--- config.mk ---
export PLATFORM = sky130hd
export DESIGN_NAME = rgb_led_matrix_row_scan_core
export DESIGN_NICKNAME = d
export VERILOG_FILES = /design/src/design/rlmrs_pkg.sv /design/src/design/rgb_led_matrix_row_scan_core.sv
export VERILOG_INCLUDE_DIRS = /design/src /design/src/design
export SDC_FILE = /design/constraint.sdc
export NUM_CORES = 1
export LEC_CHECK = 0
export ABC_AREA = 1
export BUFFER_PORTS_ARGS = -buffer_cell sky130_fd_sc_hd__buf_2
export CORE_UTILIZATION = 60
export DETAILED_ROUTE_END_ITERATION = 10
export GPL_ROUTABILITY_DRIVEN = 0
export PLACE_DENSITY_LB_ADDON = 0.3
export SYNTH_ARGS = -nofsm -noshare
export SYNTH_HDL_FRONTEND = slang
export SYNTH_SLANG_ARGS = --single-unit
--- constraint.sdc ---
create_clock -name aclk -period 2.95 [get_ports aclk]
set_input_delay 0.295 -clock aclk [delete_from_list [all_inputs] [get_ports aclk]]
set_output_delay 0.295 -clock aclk [all_outputs]
set_load 0.01 [all_outputs]
--- src/design/assert_macros.svh ---
// assertion helpers included by the row-scan core
`ifndef ASSERT_MACROS_SVH
`define ASSERT_MACROS_SVH

// property checked on every clock edge outside reset
`define ASSERT_ALWAYS(label, prop, msg) \
    label: assert property (@(posedge aclk) disable iff (!aresetn) (prop)) \
        else $error(msg);

// overlapping implication, checked outside reset
`define ASSERT_IMPL(label, ante, cons, msg) \
    label: assert property (@(posedge aclk) disable iff (!aresetn) (ante) |-> (cons)) \
        else $error(msg);

// next-cycle implication, checked outside reset
`define ASSERT_NEXT(label, ante, cons, msg) \
    label: assert property (@(posedge aclk) disable iff (!aresetn) (ante) |=> (cons)) \
        else $error(msg);

`endif

--- src/design/rlmrs_pkg.sv ---
package rlmrs_pkg;

    // default geometry
    localparam int ROWS_DEF   = 8;
    localparam int PANELS_DEF = 2;

    // fixed field widths
    localparam int COL_W   = 8;
    localparam int ROW_W   = 3;
    localparam int CODE_W  = 3;

    // request function codes
    localparam logic FUNC_WRITE = 1'b0;
    localparam logic FUNC_TICK  = 1'b1;

    // colour codes
    localparam logic [CODE_W-1:0] COLOUR_BLANK    = 3'd0;
    localparam logic [CODE_W-1:0] COLOUR_BLUE_LO  = 3'd3;
    localparam logic [CODE_W-1:0] COLOUR_BLUE_HI  = 3'd4;
    localparam logic [CODE_W-1:0] COLOUR_GREEN_LO = 3'd5;

    typedef struct packed {
        logic              func;
        logic              panel;
        logic [ROW_W-1:0]  row;
        logic [ROW_W-1:0]  column;
        logic [CODE_W-1:0] colour;
    } in_item_t;

    typedef struct packed {
        logic             panel_out;
        logic [COL_W-1:0] red_bits_n;
        logic [COL_W-1:0] blue_bits_n;
        logic [COL_W-1:0] green_bits_n;
        logic [COL_W-1:0] row_select;
    } out_item_t;

    typedef struct packed {
        logic red;
        logic blue;
        logic green;
    } plane_sel_t;

    // which plane a colour code lights, none for blank
    function automatic plane_sel_t colour_planes(input logic [CODE_W-1:0] code);
        plane_sel_t sel;
        sel = '0;
        if (code == COLOUR_BLANK) begin
            sel = '0;
        end else if (code == COLOUR_BLUE_LO || code == COLOUR_BLUE_HI) begin
            sel.blue = 1'b1;
        end else if (code >= COLOUR_GREEN_LO) begin
            sel.green = 1'b1;
        end else begin
            sel.red = 1'b1;
        end
        return sel;
    endfunction

endpackage

--- src/design/rgb_led_matrix_row_scan_core.sv ---
// Frame store and row-scan sequencer for PANELS RGB LED panels of ROWS rows by 8 columns.
// A write request clears one pixel in the red, blue and green planes and sets it in the plane
// its colour code names; a tick request returns the inverted plane bytes and one-hot row select
// of the panel's current scan row, then advances that row. Requests for a panel beyond PANELS,
// and writes to a row beyond ROWS, are dropped. One request is taken every clock cycle while the
// result side keeps up; a tick waits in the input register while an earlier frame is unread,
// and holds back the requests behind it. A tick's frame reaches the result port through the input
// register, then the result register; the store is flip-flops, read and updated in the same pass.
// Reset clears the store and the scan counters.
module rgb_led_matrix_row_scan_core
    import rlmrs_pkg::*;
#(
    parameter int ROWS   = ROWS_DEF,
    parameter int PANELS = PANELS_DEF
) (
    input  logic      aclk,
    input  logic      aresetn,
    input  logic      s_valid,
    output logic      s_ready,
    input  in_item_t  s_data,
    output logic      m_valid,
    input  logic      m_ready,
    output out_item_t m_data
);

`include "assert_macros.svh"

    localparam int ENTRIES = PANELS * ROWS;
    localparam int IDX_W   = (ENTRIES > 1) ? $clog2(ENTRIES) : 1;

    // registers
    logic                           in_valid_reg;
    in_item_t                       in_reg;
    logic                           out_valid_reg, out_valid_next;
    out_item_t                      out_reg, out_next;
    logic [ENTRIES-1:0][COL_W-1:0]  red_reg, red_next;
    logic [ENTRIES-1:0][COL_W-1:0]  blue_reg, blue_next;
    logic [ENTRIES-1:0][COL_W-1:0]  green_reg, green_next;
    logic [PANELS-1:0][ROW_W-1:0]   scan_reg, scan_next;

    // decode
    logic       panel_ok;
    logic       row_ok;
    logic       is_tick;
    logic       out_free;
    logic       fire;
    logic       do_write;
    logic       do_tick;
    logic [IDX_W-1:0] wr_idx;
    logic [IDX_W-1:0] rd_idx;
    logic [ROW_W-1:0] cur_row;
    logic [ROW_W-1:0] cur_eff;
    logic [ROW_W-1:0] row_inc;
    plane_sel_t       sel;

    // request qualification
    assign panel_ok = (int'(in_reg.panel) < PANELS);
    assign row_ok   = (int'(in_reg.row) < ROWS);
    assign is_tick  = (in_reg.func == FUNC_TICK);
    assign out_free = !out_valid_reg || m_ready;
    assign fire     = in_valid_reg && (out_free || !(is_tick && panel_ok));
    assign do_write = fire && !is_tick && panel_ok && row_ok;
    assign do_tick  = fire && is_tick && panel_ok;
    assign s_ready  = !in_valid_reg || fire;
    assign sel      = colour_planes(in_reg.colour);

    // current scan row of the addressed panel
    always_comb begin
        cur_row = '0;
        for (int p = 0; p < PANELS; p++) begin
            if (int'(in_reg.panel) == p) begin
                cur_row = scan_reg[p];
            end
        end
        cur_eff = (int'(cur_row) < ROWS) ? cur_row : '0;
        row_inc = (int'(cur_eff) + 1 < ROWS) ? ROW_W'(int'(cur_eff) + 1) : '0;
        wr_idx  = IDX_W'(int'(in_reg.panel) * ROWS + int'(in_reg.row));
        rd_idx  = IDX_W'(int'(in_reg.panel) * ROWS + int'(cur_eff));
    end

    // pixel update in all three planes
    always_comb begin
        red_next   = red_reg;
        blue_next  = blue_reg;
        green_next = green_reg;
        for (int e = 0; e < ENTRIES; e++) begin
            if (do_write && wr_idx == IDX_W'(e)) begin
                red_next[e][in_reg.column]   = sel.red;
                blue_next[e][in_reg.column]  = sel.blue;
                green_next[e][in_reg.column] = sel.green;
            end
        end
    end

    // scan counter advance
    always_comb begin
        scan_next = scan_reg;
        for (int p = 0; p < PANELS; p++) begin
            if (do_tick && int'(in_reg.panel) == p) begin
                scan_next[p] = row_inc;
            end
        end
    end

    // result register
    always_comb begin
        out_valid_next = out_valid_reg && !m_ready;
        out_next       = out_reg;
        if (do_tick) begin
            out_valid_next         = 1'b1;
            out_next.panel_out     = in_reg.panel;
            out_next.red_bits_n    = ~red_reg[rd_idx];
            out_next.blue_bits_n   = ~blue_reg[rd_idx];
            out_next.green_bits_n  = ~green_reg[rd_idx];
            out_next.row_select    = COL_W'(1) << cur_eff;
        end
    end

    // control and store
    always_ff @(posedge aclk) begin
        if (!aresetn) begin
            in_valid_reg  <= 1'b0;
            out_valid_reg <= 1'b0;
            red_reg       <= '0;
            blue_reg      <= '0;
            green_reg     <= '0;
            scan_reg      <= '0;
        end else begin
            if (s_ready) begin
                in_valid_reg <= s_valid;
            end
            out_valid_reg <= out_valid_next;
            red_reg       <= red_next;
            blue_reg      <= blue_next;
            green_reg     <= green_next;
            scan_reg      <= scan_next;
        end
    end

    // payload registers
    always_ff @(posedge aclk) begin
        if (s_valid && s_ready) begin
            in_reg <= s_data;
        end
        out_reg <= out_next;
    end

    assign m_valid = out_valid_reg;
    assign m_data  = out_reg;

    // checks
    `ASSERT_IMPL(a_row_sel_onehot, m_valid, $onehot(m_data.row_select), "row select not one-hot")
    `ASSERT_NEXT(a_tick_gives_frame, do_tick, m_valid, "tick produced no frame")
    `ASSERT_NEXT(a_write_keeps_scan, fire && !is_tick, $stable(scan_reg), "write moved scan row")
    `ASSERT_NEXT(a_held_request, in_valid_reg && !fire, in_valid_reg && $stable(in_reg),
        "stalled request lost")

endmodule
## After elaboration in Yosys (flattened, before gate mapping)

Index checks and enable logic that the tools add are counted.
Widths: inputs -> output; s select.

| word-level totals | value |
|---|---|
| register bits after elaboration | 436 |
| output and inout port bits | 35 |
| input port bits | 15 |
| word-level logic and storage cells | 191 |

| operators by class | value |
|---|---|
| muxes and demuxes | 65 |
| eq/ne operators | 17 |
| add/sub/neg operators | 3 |
| magnitude comparators | 5 |
| bitwise logic cells | 4 |
| reduce and logical (&&, ||, !) cells | 34 |
| shifts and indexed selects | 1 |

Operators by type and width:

| kind | number |
|---|---|
| $bwmux 8 | 48 |
| $bmux 8 s4 | 3 |
| $eq 4x4->1 const B | 8 |
| $lt 32x5->1 const B | 1 |
| $logic_and 1x1->1 | 24 |
| $mux 8 | 3 |
| $not 8->8 | 3 |
| $eq 4x3->1 const B | 4 |
| $mux 3 | 3 |
| $add 4x3->4 | 2 |
| $eq 4x2->1 const B | 2 |
| $shl 1x3->8 const A | 1 |
| $mux 1 | 7 |
| $lt 4x5->1 const B | 1 |
| $add 3x1->4 const B | 1 |
| $eq 4x1->1 const B | 1 |
| $logic_not 1->1 | 4 |
| $logic_not 4->1 | 1 |
| $logic_or 1x1->1 | 4 |
| $lt 3x4->1 const B | 1 |
| $demux 1 s3 | 1 |
| $eq 3x2->1 const B | 1 |
| $eq 3x3->1 const B | 1 |
| $ge 3x1->1 const B | 1 |
| other kinds (3) | 3 |

## Depth between registers and ports, before layout

Gate-level depths: netlist of the first run.

| logic depth | value |
|---|---|
| depth in word-level cells | 6 |
| gate-level depth with buffers | 12 |
| depth with buffers taken out | 9 |

## Worst setup path after synthesis of the first run

No wires, ideal clock.

| timing path | value |
|---|---|
| kind | register to register |
| start | register out_valid_reg (netlist: m_valid) |
| end | register scan_reg[2] (netlist name) |
| path buffers | 0 |
| library setup time | 0.070 ns |
| stages on the path, launching flop included | 8 |
| arrival | 2.451 ns |
| clock period less this slack | 2.521 ns |
| path slack | 0.429 ns |
| data required time | 2.880 ns |
| cell sequence | dfxtp_1 inv_1 nor2_1 nor2_1 nand2_1 inv_1 o21ai_0 a21oi_1 |

| between the ends | value |
|---|---|
| longest elaborated chain between the ends | 6 |

Ends and longest elaborated chain:

| item | line | text |
|---|---|---|
| from (decl) | rgb_led_matrix_row_scan_core.sv:34 | `logic out_valid_reg, out_valid_next;` |
| from (signal assigned) | rgb_led_matrix_row_scan_core.sv:132 | `out_valid_reg <= out_valid_next;` |
| $logic_not 1->1 | rgb_led_matrix_row_scan_core.sv:60 | `assign out_free = !out_valid_reg \|\| m_ready;` |
| $logic_or 1x1->1 | rgb_led_matrix_row_scan_core.sv:60 |  |
| $logic_or 1x1->1 | rgb_led_matrix_row_scan_core.sv:61 | `assign fire = in_valid_reg && (out_free \|\| !(is_tick && panel_ok));` |
| $logic_and 1x1->1 | rgb_led_matrix_row_scan_core.sv:61 |  |
| $logic_and 1x1->1 | rgb_led_matrix_row_scan_core.sv:63 | `assign do_tick = fire && is_tick && panel_ok;` |
| via do_tick | rgb_led_matrix_row_scan_core.sv:48 | `logic do_tick;` |
| $logic_and 1x1->1 | rgb_led_matrix_row_scan_core.sv:99 | `if (do_tick && int'(in_reg.panel) == p) begin` |
| to (signal assigned) | rgb_led_matrix_row_scan_core.sv:136 | `scan_reg <= scan_next;` |
| to (decl) | rgb_led_matrix_row_scan_core.sv:39 | `logic [PANELS-1:0][ROW_W-1:0] scan_reg, scan_next;` |

The timed path passes the listed nets, and every way through them passes these cells.
A chain may end at the register's enable or synchronous reset.

## Final worst setup path of the first run

| timing path | value |
|---|---|
| start | register in_reg[9] (netlist name) |
| end | register out_reg, in the netlist m_data[18] (data pin) |

| between the ends | value |
|---|---|
| longest elaborated chain between the ends | 5 |

Ends and longest elaborated chain:

| item | line | text |
|---|---|---|
| from (decl) | rgb_led_matrix_row_scan_core.sv:33 | `in_item_t in_reg;` |
| from (signal assigned) | rgb_led_matrix_row_scan_core.sv:143 | `in_reg <= s_data;` |
| $mux 3 | rgb_led_matrix_row_scan_core.sv:71 | `if (int'(in_reg.panel) == p) begin` |
| $add 4x3->4 (*) | rgb_led_matrix_row_scan_core.sv:78 | `rd_idx = IDX_W'(int'(in_reg.panel) * ROWS + int'(cur_eff));` |
| $bmux 8 s4 (*) | rgb_led_matrix_row_scan_core.sv:113 | `out_next.blue_bits_n = ~blue_reg[rd_idx];` |
| $mux 8 (not written as such) (*) | rgb_led_matrix_row_scan_core.sv:113 |  |
| $not 8->8 (*) | rgb_led_matrix_row_scan_core.sv:113 |  |
| to (signal assigned) | rgb_led_matrix_row_scan_core.sv:145 | `out_reg <= out_next;` |
| to (decl) | rgb_led_matrix_row_scan_core.sv:35 | `out_item_t out_reg, out_next;` |

Every way passes the cells marked *; elsewhere a longest branch is shown, timed or not. The select of a mux whose other input is x is not followed.

==> flow_metrics.py, run 1 <==
metrics = {
    "run_status": {
        "status": "complete, no violations",
    },
    "critical_path": {
        "path_cells": "inv_2 > nand2_1 > nand2_4 > clkinv_1 > buf_4 > nand3_1 > nand3_1 > nand2_1 > nand2_1",
        "crit_start": "in_reg[9]",
        "crit_required_ps": 3250,
        "cpMostUsedCell": "nand2_1",
        "cpMaxStageDelayCell": "clkinv_1",
        "critPathKind": "register to register",
        "critPathMaxFanout": 16,
        "cp_slowest_stage_delay_ps": 530,
        "end_kind": "register",
        "critPathArrivalTime_ps": 2990,
        "r2r_start": "in_reg[9]",
        "startpoint_type": "register",
    },
    "cells_and_area": {
        "n_antenna_cell": 0,
        "layout.nets": 2678,
        "drive_above_1_share_pct": 9.510,
        "utilization_pct": 68.16,
        "area_growth_pct": 10.97,
    },
    "worst_hold_path": {
        "hp-class": "primary input to register",
        "hp-start": "m_ready",
    },
    "logic_synthesis": {
        "seq_area_frac_synth_pct": 46.94,
        "synth.avg_cell_area_um2": 7.280,
        "syn_inst": 2683,
        "ys_seq_elements": 436,
        "synth_area_um2": 19530,
        "yosys_warnings": 0,
        "yosysUniqueCellTypes": 27,
        "synth_fp_nets": 2702,
    },
    "timing": {
        "rsz0062_at_grt": "false",
        "fmax_mhz": 371.7,
        "hold_viol": 0,
        "holdWs_ps": 76.75,
        "worst_slew_pin_slew_ps": 827.7,
        "max_slew_margin_pct": 44.68,
        "timing.final.crit_share_pct": 91.20,
        "drv_slew": 0,
        "final.setup.tns_ps": 0,
        "setup_viol": 0,
        "fin_worst_skew_ps": 11.69,
        "min_period_ps": 2690,
    },
    "flow_run": {
        "drv_cap": 0,
    },
    "global_route": {
        "antenna_found_initial": 1,
        "grt_max_degree": 96,
        "grt_pass1_vias": 17650,
        "grt-ovfl-total": 0,
        "grt_first_pass_wirelength_um": 92790,
        "gr-usage-all-layers_pct": 35.22,
    },
    "power_and_ir_drop": {
        "p_leak_nw": 8.442,
        "peakVddDrop_mv": 0.4409,
        "power.density_nw_per_um2": 586.2,
    },
    "clock_tree": {
        "root_buffer": "clkbuf_16",
        "clk_latency_ps": 550,
        "post-cts-setup-buffers": 0,
        "cts_max_path_buffers": 3,
        "htreeDepth": 2,
        "post_cts_resized": 0,
        "clock-sinks": 436,
        "numCtsBuffers": 45,
        "cts_tree": "built",
        "clk_pin_slew_worst_paths_ps": 60,
    },
    "detailed_routing": {
        "antenna_left": 0,
        "drt-total-wl_um": 59170,
        "first_pass_iters": 6,
        "vias": 18690,
        "drtIter0Drc": 2269,
        "routedWlPerCell_um": 18.92,
        "drcViolationCount": 0,
        "vias_per_cell": 5.977,
    },
    "placement": {
        "hpwl_um": 35670,
        "portBuffers": 49,
    },
    "floorplan": {
        "core_area_um2": 31800,
        "num_rows": 65,
        "start_util_pct": 61.42,
        "die_area_um2": 33280,
        "die_h_um": 182.4,
        "die_w_um": 182.4,
        "io_pins": 50,
    },
}
## logic make-up (layout without fill, tap and decap cells)
logic type	Yosys count	in the layout	share of synthesized area [%]
compound gates	763	763	20.23
fa+ha+maj	4	4	0.2562
flops	436	436	46.94
buf+inv	356	365	7.501
simple gates	1124	1124	25.07
## per-stage QoR
step / power (mW) / cells / area, um^2 / setup WS [ps]
2_1_floorplan: 6.798 / 2683 / 19530 / 428.9
3_5_place_dp: 7.111 / 3035 / 20080 / 403.0
6_report: 12.71 / 3127 / 21680 / 259.7
5_1_grt: 13.07 / 3127 / 21680 / 251.8
4_1_cts: 12.71 / 3127 / 21680 / 373.0
3_3_place_gp: 7.100 / 3035 / 20080 / 510.9
## cell usage after synthesis
master	number	share of area (%)
nand2_2	14	0.45
nor2_1	259	5.0
o21ai_0	325	8.3
buf_6	2	0.12
inv_1	167	3.2
nor2_2	48	1.5
buf_1	10	0.19
a21oi_1	382	9.8
nand3b_1	17	0.65
inv_2	12	0.23
nand2_1	512	9.8
o21a_1	49	1.9
dfxtp_1	392	40
o21ai_1	4	0.10
nand3_1	258	6.6
clkinv_1	1	0.019
buf_4	12	0.46
nand3_2	3	0.15
o21ai_2	2	0.090
o211ai_1	1	0.038
nand2_4	1	0.058
nor3_4	4	0.33
buf_2	55	1.4
edfxtp_1	44	6.8
nor2_4	8	0.46
ha_1	4	0.26
clkbuf_1	97	1.9
## timing repair
item | 4_1_cts | 5_1_grt
setup endpoints to repair | 0 | 0
hold buffers | 12 | 0
hold endpoints to repair | 12 | 0
## cell usage in the layout, fill, tap and decap left out, drive strengths merged, types with 12 or more instances in the layout
cell type    synthesis  layout
nand3              261     261
nand3b              17      17
o21a                49      49
nand2              527     527
dfxtp              392     392
buf                 79      93
o21ai              331     331
edfxtp              44      44
inv                179     179
dlygate4sd3          0      12
clkbuf              97      73
a21oi              382     382
nor2               315     315
## worst max-delay path: cells and delay by family, from the launching register on
family                 cells  cell delay (ps)
AND/OR/NAND/NOR            6              720
buffers and inverters      3             1260
flip-flops                 1              440
## final timing paths
path,to,slack (ps),depth (start not counted)
setup / recovery,m_data[18],260,9
hold / removal,m_valid,80,4
setup reg to reg,m_data[18],260,9
hold reg to reg,green_reg[115],450,2
## where the power goes
part / switching (mW) / internal [mW]
combinational: 0.727 / 0.246
sequential: 0.0303 / 6.02
clock: 2.30 / 3.38
total: 3.06 / 9.65
## final cells by class
type / instances / area, um^2
Clock inverter: 7 / 91.34
Fill cell: 2600 / 10120
Clock buffer: 73 / 1385
Multi-Input combinational cell: 1891 / 8957
Timing Repair Buffer: 105 / 852.1
Inverter: 180 / 676.9
Sequential cell: 436 / 9169
Tap cell: 435 / 544.3
## layer usage
metal / up-vias / GRT usage (%) / wire [um]
li1: 8846 / - / -
met2: 947 / 57.58 / 27110
met1: 8709 / 45.35 / 23730
met3: 189 / 4.849 / 5387
met5: - / 0 / 0
met4: 0 / 18.72 / 2953
(Power assumes the default switching activity.)
==> run 2, diff against run 1 <==
--- a/config.mk
+++ b/config.mk
@@ -8,6 +8,7 @@
 export LEC_CHECK = 0
 export ABC_AREA = 1
 export BUFFER_PORTS_ARGS = -buffer_cell sky130_fd_sc_hd__buf_2
+export CAP_MARGIN = 20
 export CORE_UTILIZATION = 60
 export DETAILED_ROUTE_END_ITERATION = 10
 export GPL_ROUTABILITY_DRIVEN = 0
==> constraint.sdc (replaced) <==
create_clock -name aclk -period 3 [get_ports aclk]
set_input_delay 0.3 -clock aclk [delete_from_list [all_inputs] [get_ports aclk]]
set_output_delay 0.3 -clock aclk [all_outputs]
set_load 0.01 [all_outputs]
==> run 2 against run 1 <==
Sequential power down 2%. Routed wire length fell by 0.73%. Critical endpoint is now m_data[12]. Critical path depth rose by 1. Setup slack better by 290 ps. Combinational power fell by 2.8%. Largest power group unchanged. Largest cell class unchanged. Non-clock buffer count decreased by 8. Critical path type unchanged. Via count up 0.20%.
==> flow_metrics.py, run 2 (synthesis results as in run 1) <==
metrics = {
    "floorplan": {
        "die_area_um2": 33280,
        "start_util_pct": 61.42,
        "num_rows": 65,
        "die_w_um": 182.4,
        "core_area_um2": 31800,
        "io_pins": 50,
        "die_h_um": 182.4,
    },
    "detailed_routing": {
        "routedWlPerCell_um": 18.82,
        "drtIter0Drc": 2339,
        "drt-total-wl_um": 58740,
        "met3_length_um": 6091,
        "top_layer": "met5",
        "vias": 18730,
        "antenna_left": 0,
        "drcViolationCount": 0,
        "vias_per_cell": 6.001,
        "wl_met1_um": 23040,
        "met2_length_um": 26410,
        "first_pass_iters": 6,
    },
    "critical_path": {
        "critPathArrivalTime_ps": 2880,
        "cp_slowest_stage_delay_ps": 440,
        "critPathMaxFanout": 60,
        "crit_required_ps": 3430,
        "cpMaxStageDelayCell": "nand2_4",
        "cpMostUsedCell": "nand2_1",
        "startpoint_type": "register",
        "critPathKind": "register to register",
        "path_cells": "buf_12 > nand2_1 > nand2_4 > buf_12 > nand2_1 > nand3_1 > nand2_1 > nor2_1 > nand2_1 > nand2_1",
        "end_kind": "register",
    },
    "clock_tree": {
        "clk_pin_slew_worst_paths_ps": 60,
        "clk_latency_ps": 560,
        "htreeDepth": 2,
        "root_buffer": "clkbuf_16",
        "clock-sinks": 436,
        "numCtsBuffers": 46,
        "cts_max_path_buffers": 3,
        "post_cts_resized": 0,
        "cts_tree": "built",
    },
    "cells_and_area": {
        "layout_common_cells": "nand2_1 (509), dfxtp_1 (392), a21oi_1 (382), o21ai_0 (325), nand3_1 (258)",
        "utilization_pct": 67.90,
        "n_antenna_cell": 0,
        "mostFrequentLayoutCell": "nand2_1",
        "drive_above_1_share_pct": 9.456,
        "multi_input_area_um2": 8957,
        "regArea_um2": 9169,
        "fill_cells": 2622,
        "area_growth_pct": 10.54,
        "layout.nets": 2671,
    },
    "timing": {
        "min_period_ps": 2451,
        "max_slew_margin_pct": 27.12,
        "fmax_mhz": 408.0,
        "final.setup.tns_ps": 0,
        "setup_viol": 0,
        "timing.final.crit_share_pct": 81.69,
        "rsz0062_at_grt": "false",
        "hold_viol": 0,
        "worst_slew_pin_slew_ps": 1093,
        "fin_worst_skew_ps": 17.15,
        "drv_slew": 0,
    },
    "power_and_ir_drop": {
        "power.density_nw_per_um2": 575.3,
        "p_leak_nw": 8.395,
        "peakVddDrop_mv": 0.5295,
        "p_total_mw": 12.42,
    },
    "global_route": {
        "grt_max_degree": 239,
        "gr-usage-all-layers_pct": 35.02,
        "grt-ovfl-total": 0,
        "antenna_found_initial": 1,
        "grt_pass1_vias": 17490,
        "grt_first_pass_wirelength_um": 92600,
    },
    "worst_hold_path": {
        "hp-class": "primary input to register",
    },
    "run_status": {
        "status": "complete, no violations",
    },
    "placement": {
        "portBuffers": 49,
        "hpwl_um": 35330,
    },
    "flow_run": {
        "drv_cap": 0,
    },
}
==> run 2: changes by cell type in the layout (fill, tap and decap cells not counted), sizes merged <==
cell / previous run / this run
clkinvlp: 1 / 3
clkbuf: 73 / 68
buf: 93 / 85
bufinv: 2 / 1
clkinv: 5 / 11
==> run 2: power breakdown <==
group | leakage (nW) | total, mW | switching [mW] | internal, mW
logic | 4.12 | 0.946 | 0.709 | 0.236
clock network | 0.712 | 5.52 | 2.34 | 3.18
registers | 3.56 | 5.95 | 0.0304 | 5.92
==> run 2: final cells by class <==
class | count | share of cell area, %
Inverter | 180 | 3.135
Timing Repair Buffer | 97 | 3.668
Clock buffer | 68 | 6.230
Tap cell | 435 | 2.521
Sequential cell | 436 | 42.47
Clock inverter | 14 | 0.4926
Multi-Input combinational cell | 1891 | 41.49
==> run 2: per-layer routing <==
metal | global-route usage (%) | vias up
li1 | - | 8843
met1 | 44.44 | 8649
met2 | 56.35 | 1032
met3 | 6.945 | 203
met4 | 18.69 | 2
met5 | 0 | -
==> run 2: final timing paths <==
check / startpoint / end / slack (ps) / depth (start not counted)
worst max-delay path: in_reg[9] / m_data[12] / 550 / 10
worst min register to register: blue_reg[40] / blue_reg[40] / 450 / 2
worst min-delay path: m_ready / m_valid / 50 / 4
worst max register to register: in_reg[9] / m_data[12] / 550 / 10
==> run 2: critical path, delay by kind of cell (launching register included) <==
kind,cells,cell delay (ps)
buffers and inverters,2,590
and+or+nand+nor,8,1240
DFF,1,410
==> run 2: timing repair <==
| action | 4_1_cts | 5_1_grt |
|---|---|---|
| endpoints found under the hold margin | 12 | 0 |
| setup buffers | 0 | 0 |
| hold buffers | 12 | 0 |
==> run 2: metrics by stage <==
step / hold slack, ps / worst slack, ps / instances / cell area (um^2)
3_5_place_dp: 445.7 / 648.2 / 3027 / 20020
3_3_place_gp: 439.4 / 665.2 / 3027 / 20020
6_report: 54.34 / 549.2 / 3121 / 21590
5_1_grt: 68.81 / 450.2 / 3121 / 21590
2_1_floorplan: 398.9 / 478.9 / 2683 / 19530
4_1_cts: 52.06 / 640.5 / 3121 / 21590
